--- config.mk ---
export PLATFORM = sky130hd
export DESIGN_NAME = gpio_register_block_with_irq_detect_top
export DESIGN_NICKNAME = d
export VERILOG_FILES = /design/src/gpio_rb_pkg.sv /design/src/gpio_rb_detect.sv /design/src/gpio_rb_regs.sv /design/src/gpio_register_block_with_irq_detect_top.sv
export VERILOG_INCLUDE_DIRS = /design/src /design/src/src
export SDC_FILE = /design/constraint.sdc
export NUM_CORES = 1
export LEC_CHECK = 0
export BUFFER_PORTS_ARGS = -buffer_cell sky130_fd_sc_hd__buf_2
export CORE_MARGIN = 8
export CORE_UTILIZATION = 30
export CTS_CLUSTER_DIAMETER = 150
export DETAILED_ROUTE_END_ITERATION = 8
export PLACE_DENSITY = 0.48
export REMOVE_ABC_BUFFERS = 1
export SETUP_SLACK_MARGIN = 0.1
export SLEW_MARGIN = 0
export SYNTH_ARGS = -nofsm -noshare
export SYNTH_HDL_FRONTEND = slang
export SYNTH_SLANG_ARGS = --single-unit
--- constraint.sdc ---
create_clock -name aclk -period 4.5 [get_ports aclk]
set_clock_uncertainty 0.05 [all_clocks]
set_input_delay 0.9 -clock aclk [delete_from_list [all_inputs] [get_ports aclk]]
set_output_delay 0.9 -clock aclk [all_outputs]
set_load 0.02 [all_outputs]
--- src/gpio_register_block_with_irq_detect_top_assert.svh ---
// Assertion macros used by the register file of the GPIO register block.
`ifndef GPIO_REGISTER_BLOCK_WITH_IRQ_DETECT_TOP_ASSERT_SVH
`define GPIO_REGISTER_BLOCK_WITH_IRQ_DETECT_TOP_ASSERT_SVH

// Check an implication on the rising clock edge, off while reset is held.
`define GPIO_RB_ASSERT_IMPL(label, clk, rst_n, cond, prop, msg) \
    label: assert property (@(posedge clk) disable iff (!rst_n) (cond) |=> (prop)) \
        else $error(msg);

// Check a plain condition on every rising clock edge, off while reset is held.
`define GPIO_RB_ASSERT_ALWAYS(label, clk, rst_n, prop, msg) \
    label: assert property (@(posedge clk) disable iff (!rst_n) (prop)) \
        else $error(msg);

`endif

--- src/gpio_rb_pkg.sv ---
// Types and constants of the GPIO register block.
package gpio_rb_pkg;

    localparam int DATA_W     = 32;
    localparam int OFF_W      = 12;
    localparam int S_TDATA_W  = 48;
    localparam int M_TDATA_W  = 40;

    localparam logic [OFF_W-1:0] OFF_DIR  = 12'h000;
    localparam logic [OFF_W-1:0] OFF_OUT  = 12'h004;
    localparam logic [OFF_W-1:0] OFF_PINS = 12'h008;
    localparam logic [OFF_W-1:0] OFF_IE   = 12'h00C;
    localparam logic [OFF_W-1:0] OFF_IS   = 12'h010;
    localparam logic [OFF_W-1:0] OFF_TRIG = 12'h014;
    localparam logic [OFF_W-1:0] OFF_POL  = 12'h018;

    localparam logic REQ_READ  = 1'b0;
    localparam logic REQ_WRITE = 1'b1;

    typedef struct packed {
        logic              req_type;
        logic [OFF_W-1:0]  offset;
        logic [DATA_W-1:0] wdata;
    } access_req_t;

    typedef struct packed {
        logic [DATA_W-1:0] rdata;
        logic              irq_line;
    } access_rsp_t;

endpackage

--- src/gpio_rb_detect.sv ---
// Per-pin edge and level interrupt detection on an output register write.
module gpio_rb_detect #(
    parameter int PIN_COUNT = 32
) (
    input  logic [PIN_COUNT-1:0] prev_out,
    input  logic [PIN_COUNT-1:0] next_out,
    input  logic [PIN_COUNT-1:0] polarity,
    input  logic [PIN_COUNT-1:0] trigger_mode,
    input  logic [PIN_COUNT-1:0] irq_enable,
    input  logic [PIN_COUNT-1:0] status_in,
    output logic [PIN_COUNT-1:0] status_out
);

    logic [PIN_COUNT-1:0] rise;
    logic [PIN_COUNT-1:0] fall;
    logic [PIN_COUNT-1:0] edge_hit;
    logic [PIN_COUNT-1:0] level_hit;
    logic [PIN_COUNT-1:0] edge_pins;
    logic [PIN_COUNT-1:0] level_pins;
    logic [PIN_COUNT-1:0] edge_status;

    always_comb begin
        rise        = ~prev_out & next_out;
        fall        = prev_out & ~next_out;
        edge_hit    = (polarity & rise) | (~polarity & fall);
        level_hit   = ~(polarity ^ next_out);
        edge_pins   = irq_enable & ~trigger_mode;
        level_pins  = irq_enable & trigger_mode;
        edge_status = status_in | (edge_hit & edge_pins);
        status_out  = (edge_status & ~level_pins) | (level_hit & level_pins);
    end

endmodule

--- src/gpio_rb_regs.sv ---
// Register file, read mux and interrupt line of the GPIO register block.
`include "gpio_register_block_with_irq_detect_top_assert.svh"

module gpio_rb_regs #(
    parameter int PIN_COUNT = 32
) (
    input  logic                 aclk,
    input  logic                 aresetn,
    input  logic                 fire,
    input  gpio_rb_pkg::access_req_t req,
    output gpio_rb_pkg::access_rsp_t rsp
);

    logic [PIN_COUNT-1:0] dir_reg, dir_next;
    logic [PIN_COUNT-1:0] out_reg, out_next;
    logic [PIN_COUNT-1:0] ie_reg, ie_next;
    logic [PIN_COUNT-1:0] is_reg, is_next;
    logic [PIN_COUNT-1:0] trig_reg, trig_next;
    logic [PIN_COUNT-1:0] pol_reg, pol_next;
    logic [PIN_COUNT-1:0] wdata_pins;
    logic [PIN_COUNT-1:0] det_status;
    logic [PIN_COUNT-1:0] read_pins;

    assign wdata_pins = req.wdata[PIN_COUNT-1:0];

    gpio_rb_detect #(
        .PIN_COUNT(PIN_COUNT)
    ) u_detect (
        .prev_out    (out_reg),
        .next_out    (wdata_pins),
        .polarity    (pol_reg),
        .trigger_mode(trig_reg),
        .irq_enable  (ie_reg),
        .status_in   (is_reg),
        .status_out  (det_status)
    );

    always_comb begin
        dir_next  = dir_reg;
        out_next  = out_reg;
        ie_next   = ie_reg;
        is_next   = is_reg;
        trig_next = trig_reg;
        pol_next  = pol_reg;
        if (fire && req.req_type == gpio_rb_pkg::REQ_WRITE) begin
            case (req.offset)
                gpio_rb_pkg::OFF_DIR: begin
                    dir_next = wdata_pins;
                end
                gpio_rb_pkg::OFF_OUT: begin
                    out_next = wdata_pins;
                    is_next  = det_status;
                end
                gpio_rb_pkg::OFF_IE: begin
                    ie_next = wdata_pins;
                end
                gpio_rb_pkg::OFF_IS: begin
                    is_next = is_reg & ~wdata_pins;
                end
                gpio_rb_pkg::OFF_TRIG: begin
                    trig_next = wdata_pins;
                end
                gpio_rb_pkg::OFF_POL: begin
                    pol_next = wdata_pins;
                end
                default: begin
                end
            endcase
        end
    end

    always_comb begin
        read_pins = '0;
        if (req.req_type == gpio_rb_pkg::REQ_READ) begin
            case (req.offset)
                gpio_rb_pkg::OFF_DIR:  read_pins = dir_reg;
                gpio_rb_pkg::OFF_OUT:  read_pins = out_reg;
                gpio_rb_pkg::OFF_PINS: read_pins = out_reg & dir_reg;
                gpio_rb_pkg::OFF_IE:   read_pins = ie_reg;
                gpio_rb_pkg::OFF_IS:   read_pins = is_reg;
                gpio_rb_pkg::OFF_TRIG: read_pins = trig_reg;
                gpio_rb_pkg::OFF_POL:  read_pins = pol_reg;
                default:               read_pins = '0;
            endcase
        end
        rsp.rdata    = gpio_rb_pkg::DATA_W'(read_pins);
        rsp.irq_line = |(is_next & ie_next);
    end

    always_ff @(posedge aclk) begin
        if (!aresetn) begin
            dir_reg  <= '0;
            out_reg  <= '0;
            ie_reg   <= '0;
            is_reg   <= '0;
            trig_reg <= '0;
            pol_reg  <= '0;
        end else begin
            dir_reg  <= dir_next;
            out_reg  <= out_next;
            ie_reg   <= ie_next;
            is_reg   <= is_next;
            trig_reg <= trig_next;
            pol_reg  <= pol_next;
        end
    end

    `GPIO_RB_ASSERT_IMPL(a_dir_write, aclk, aresetn,
        fire && req.req_type == gpio_rb_pkg::REQ_WRITE && req.offset == gpio_rb_pkg::OFF_DIR,
        dir_reg == $past(wdata_pins), "direction write not stored")
    `GPIO_RB_ASSERT_IMPL(a_disabled_hold, aclk, aresetn,
        fire && req.req_type == gpio_rb_pkg::REQ_WRITE && req.offset == gpio_rb_pkg::OFF_OUT,
        (is_reg & ~ie_reg) == $past(is_reg & ~ie_reg), "disabled pin status changed")
    `GPIO_RB_ASSERT_IMPL(a_status_clear, aclk, aresetn,
        fire && req.req_type == gpio_rb_pkg::REQ_WRITE && req.offset == gpio_rb_pkg::OFF_IS,
        (is_reg & $past(wdata_pins)) == '0, "status bits not cleared")
    `GPIO_RB_ASSERT_IMPL(a_pins_ro, aclk, aresetn,
        fire && req.req_type == gpio_rb_pkg::REQ_WRITE && req.offset == gpio_rb_pkg::OFF_PINS,
        $stable(out_reg) && $stable(dir_reg) && $stable(is_reg), "pin value write took effect")

endmodule

--- src/gpio_register_block_with_irq_detect_top.sv ---
// Top level of the GPIO register block with edge and level interrupt detection.
//
//   channel  dir  tdata (low bit up)            tuser
//   s_       in   offset[11:0], wdata[43:12]    req_type
//   m_       out  rdata[31:0], irq_line[32]     -
//
// One request per cycle sustained while m_tready does not stall the result.
// The request sits in an input register, then one pass of decode, detection
// and read mux updates the registers and loads the result register.
// A stalled result holds; s_tready stays high while the input register can move.
// Synchronous active-low reset clears the GPIO registers and both valid flags.
module gpio_register_block_with_irq_detect_top #(
    parameter int PIN_COUNT = 32
) (
    input  logic                              aclk,
    input  logic                              aresetn,
    input  logic                              s_tvalid,
    output logic                              s_tready,
    input  logic [gpio_rb_pkg::S_TDATA_W-1:0] s_tdata,  // offset, wdata
    input  logic                              s_tuser,  // req_type
    output logic                              m_tvalid,
    input  logic                              m_tready,
    output logic [gpio_rb_pkg::M_TDATA_W-1:0] m_tdata   // rdata, irq_line
);

    logic                        in_valid_reg;
    gpio_rb_pkg::access_req_t    in_req_reg;
    logic                        out_valid_reg;
    gpio_rb_pkg::access_rsp_t    out_rsp_reg;
    gpio_rb_pkg::access_rsp_t    rsp;
    logic                        advance;
    logic                        load;

    assign advance  = in_valid_reg && (!out_valid_reg || m_tready);
    assign s_tready = !in_valid_reg || advance;
    assign load     = s_tvalid && s_tready;

    gpio_rb_regs #(
        .PIN_COUNT(PIN_COUNT)
    ) u_regs (
        .aclk   (aclk),
        .aresetn(aresetn),
        .fire   (advance),
        .req    (in_req_reg),
        .rsp    (rsp)
    );

    always_ff @(posedge aclk) begin
        if (!aresetn) begin
            in_valid_reg  <= 1'b0;
            out_valid_reg <= 1'b0;
        end else begin
            if (load) begin
                in_valid_reg <= 1'b1;
            end else if (advance) begin
                in_valid_reg <= 1'b0;
            end
            if (advance) begin
                out_valid_reg <= 1'b1;
            end else if (m_tready) begin
                out_valid_reg <= 1'b0;
            end
        end
    end

    always_ff @(posedge aclk) begin
        if (load) begin
            in_req_reg.req_type <= s_tuser;
            in_req_reg.offset   <= s_tdata[gpio_rb_pkg::OFF_W-1:0];
            in_req_reg.wdata    <= s_tdata[gpio_rb_pkg::OFF_W +: gpio_rb_pkg::DATA_W];
        end
        if (advance) begin
            out_rsp_reg <= rsp;
        end
    end

    assign m_tvalid = out_valid_reg;
    assign m_tdata  = {{(gpio_rb_pkg::M_TDATA_W - gpio_rb_pkg::DATA_W - 1){1'b0}},
                       out_rsp_reg.irq_line, out_rsp_reg.rdata};

endmodule
# == After elaboration in Yosys (flattened, before gate mapping) ==
# Cells that the tools add are included.
# totals
output_inout_bits,42
elab_cells,65
in_bits,53
regBits,272
# classes
n_bitwise,22
n_reduce_logical,15
mux,9
eq_ne,6
# ops
operator,n
32-bit AND,12
32-bit one-hot mux with 7 select lines,1
32-bit NOT,6
32-bit two-way mux,3
32-bit OR,3
32-bit one-hot mux with 2 select lines,1
12-bit by 5-bit equality test with 1-bit output (second input constant),3
32-bit OR reduction,1
32-bit bitwise XOR,1
12-bit by 4-bit equality test with 1-bit output (second input constant),2
12-bit by 3-bit equality test with 1-bit output (second input constant),1
12-bit logical NOT,1
2-bit AND reduction,4
1-bit two-way mux,4
2-bit nonzero test,2
1-bit logical AND,3
1-bit logical NOT,2
1-bit logical OR,2

# == Logic depth before layout (Yosys ltp) ==
# logic_depth
ltp_word,12
mapped_depth,10
ltp_nobuf,7

# == By module ==
# Synthesis repeated with hierarchy kept, for this count alone.
# hier_totals
cells_unflattened,1390
hier_area_um2,12613.3
# by_module_without_submodules
module,cells_each,n_inst,area_each_um2
gpio_rb_regs,1103,1,8949.8
gpio_register_block_with_irq_detect_top,95,1,2502.4
gpio_rb_detect,192,1,1161.1

# == Least setup slack after synthesis ==
# Ideal clock, no wire load.
# synth_timing
path_kind,flip-flop to flip-flop
startpoint,reg in_req_reg[41] in the netlist's numbering
endpoint,"reg out_rsp_reg, in the netlist m_tdata[32], data pin"
stages_incl_launch_ff,10
setup_time_ps,272
slack_ps,1356
path_buffers,2
required_ps,4178
arrival_time_ps,2822
path_cell_list,edfxtp_1 -> or4_4 -> nor4b_4 -> and4_1 -> buf_4 -> buf_8 -> mux2_1 -> a22oi_1 -> nand4_1 -> or4_1
# synth_lines
element,line_no,rtl
"start, declared",gpio_register_block_with_irq_detect_top.sv:27,gpio_rb_pkg::access_req_t in_req_reg;
"end signal, assigned",gpio_register_block_with_irq_detect_top.sv:73,out_rsp_reg <= rsp;
"end, declared",gpio_register_block_with_irq_detect_top.sv:29,gpio_rb_pkg::access_rsp_t out_rsp_reg;

==> impl_metrics.tcl <==
set metrics [dict create \
    outcome "finished, final reports clean" \
    first_pass_iters 5 \
    clk_pin_slew_ns 0.05 \
    h-tree-depth 2 \
    rsz0062_at_grt "no" \
    synth_edf_count 78 \
    hold_class "reg -> reg" \
    hold_ws_ns 0.426 \
    synth_compound_area_share_pct 24.6 \
    synth_area_leaders "dfxtp_1, edfxtp_1, nand2_1" \
    p_int_w 0.00432 \
    ctsRootBufferMaster "clkbuf_16" \
    initialDrtViolationCount 1066 \
    yosysSeqAreaShare_pct 47.6 \
    place_hpwl_um 24500 \
    yosys.area_share.simple_pct 18.0 \
    synth_fa_ha_area_share_pct 0 \
    num_io_pins 95 \
    synthTopCellsByCount "nand2_1, dfxtp_1, clkbuf_1" \
    postCtsHoldBufs 0 \
    period_minus_slack_ns 3.80 \
    clockBufferDepth 3 \
    die_h_um 225 \
    std_cell_rows 76 \
    clkPwrFrac_pct 50.0 \
    cts_tree "built" \
    fmax_mhz 263 \
    switching_share_pct 22.9 \
    yosys.cell_types.count 44 \
    leakagePower_nw 5.30 \
    final_hold_viol_count 0 \
    cap_viol_max_count 0 \
    wl_per_cell_um 20.5 \
    die_w_um 225 \
    startpoint_type "flip-flop" \
    synthMostInstantiatedCell "nand2_1" \
    initial_utilization_pct 30.4 \
    ys_seq_elements 272 \
    cp-end-kind "flip-flop" \
    synth_top_family_by_area "compound AO/OA/AOI/OAI gates" \
    port_buffers 83 \
    syn_area_per_cell_um2 8.87 \
    drt-total-wl_um 43300 \
    largest_register_ffs 45 \
    grt_start_max_net_pins 99 \
    async_reset_ff_share_pct 0 \
    ant_nets 0 \
    synth_top_cell_by_area "dfxtp_1" \
    tns_ns 0 \
    syn_inst 1474 \
    report.final.slew_viol_count 0 \
    grt_pass1_wl_um 65900 \
    routabilityCongestion 0.774 \
    finalNetCount 1548 \
    seqPwrFrac_pct 46.5 \
    worst_ep_required_time_ns 4.73 \
    post_cts_buffers 0 \
    power_switching_w 0.00129 \
    worst_ep_arrival_time_ns 4.03 \
    drc 0 \
    worst_slew_pin_slew_ns 0.955 \
    post_cts_resized 0 \
    setup-violations-final 0 \
    netlist_area_um2 13100 \
    crit_type "reg -> reg" \
    fp.coreArea_um2 43100 \
    cts.sinks 272 \
    clkLatencyLatePin_ns 0.55 \
    cts_made_buffers 36 \
    first_global_vias 10600 \
    n_antenna_cell 0 \
    ys.flop_type "dfxtp_1" \
    synth_top_cell_area_share_pct 29.7 \
    power_density_nw_per_um2 369 \
    syn2layout_area_growth_pct 16.2 \
    ir_drop_mv 0.202 \
    die_area_um2 50500 \
    antenna_found_initial 0 \
    p_total_w 0.00560 \
    vias_per_cell 5.20 \
    drive_gt1_share_pct 12.7 \
    nFillCells 4386 \
    synth-xor-area-share_pct 0 \
    track_usage_pct 16.7 \
    yosys_warnings 0 \
    slew_headroom_pct 36.3 \
    synthMuxAreaShare_pct 5.20 \
    pwr-share-comb_pct 3.5 \
    grt-ovfl-total 0 \
    finalCritPeriodShare_pct 84.4 \
    via_count 11000 \
    crit_path_max_fanout 22 \
]
==> logic make-up (layout without fill, tap and decap cells) <==
logic type             after synthesis  in the layout
AND/OR/NAND/NOR                    530            530
AO/OA/AOI/OAI                      467            467
flip-flops                         272            272
buffers and inverters              140            183
multiplexers                        64             64
other                                1              7
==> through the flow <==
step                instance area, um^2  setup slack (ns)  cells  utilization [%]
finish                            15200             0.704   2108             35.3
detailed placement                14000             0.698   2042             32.6
global placement                  14000             0.718   2042             32.6
floorplan                         12500            -0.406   1340                -
CTS                               15200             0.686   2108             35.3
global route                      15200             0.520   2108             35.3
==> cell usage in the layout (no fill, tap or decap), types with 3 or more instances in the layout <==
| cell type | instances |
|---|---|
| a21o_1 | 32 |
| inv_6 | 3 |
| o22ai_1 | 32 |
| nor2_1 | 16 |
| a222oi_1 | 26 |
| mux2_1 | 25 |
| nand2_1 | 382 |
| buf_2 | 82 |
| clkinv_1 | 3 |
| clkbuf_1 | 11 |
| and2_1 | 65 |
| a221oi_1 | 6 |
| a21boi_0 | 103 |
| nand4_1 | 5 |
| nor2b_1 | 34 |
| a22oi_1 | 48 |
| buf_12 | 7 |
| a21oi_1 | 72 |
| mux2_2 | 7 |
| clkbuf_16 | 37 |
| o31ai_1 | 32 |
| edfxtp_1 | 78 |
| a21boi_1 | 25 |
| clkbuf_8 | 11 |
| dfxtp_1 | 194 |
| conb_1 | 7 |
| mux2i_1 | 32 |
| o21ai_0 | 58 |
| o21bai_1 | 32 |
| and3_1 | 4 |
| buf_4 | 28 |
==> routing by layer <==
layer | part of all wire (%) | routed length [um] | global-route usage [%] | vias up
li1 | - | - | - | 5235
met1 | 48 | 20800 | 24.0 | 5277
met2 | 43 | 18400 | 25.1 | 381
met3 | 7.1 | 3070 | 3.36 | 78
met4 | 2.3 | 1010 | 4.71 | 0
met5 | 0 | 0 | 0 | -
==> path summary, 6_finish.rpt <==
kind | start | end | slack (ns) | cells after the start
max | in_req_reg[40] | m_tdata[32] | 0.70 | 8
min | u_regs.pol_reg[10] | u_regs.pol_reg[10] | 0.43 | 2
max reg2reg | in_req_reg[40] | m_tdata[32] | 0.70 | 8
min reg2reg | u_regs.pol_reg[10] | u_regs.pol_reg[10] | 0.43 | 2
==> cell type report <==
class                           count  area [um^2]  share of cell area [%]
Clock inverter                      7         42.5                   0.280
Timing Repair Buffer              117          761                    5.01
Tap cell                          585          732                    4.82
Sequential cell                   272         6230                    41.0
Clock buffer                       59         1120                    7.36
Multi-Input combinational cell   1068         6310                    41.5
==> power groups by stage <==
stage	registers, W	clock network [W]	logic [W]
finish	0.00260	0.00280	0.000195
global route	0.00261	0.00298	0.000208
CTS	0.00260	0.00288	0.000196
detailed placement	0.00265	0	0.000196
global placement	0.00266	0	0.000194
floorplan	0.00266	0	0.0000722
==> worst max-delay path, cell delays in order, from the launching register on <==
cell and delay [ns]:
edfxtp_1 0.40, or4_4 0.56, nor4b_4 0.40, and4_2 0.54
buf_12 0.25, mux2_1 0.36, a22oi_1 0.26, nand4_1 0.20
or4_1 0.49
Note: power is estimated with default switching activity, not from simulation.
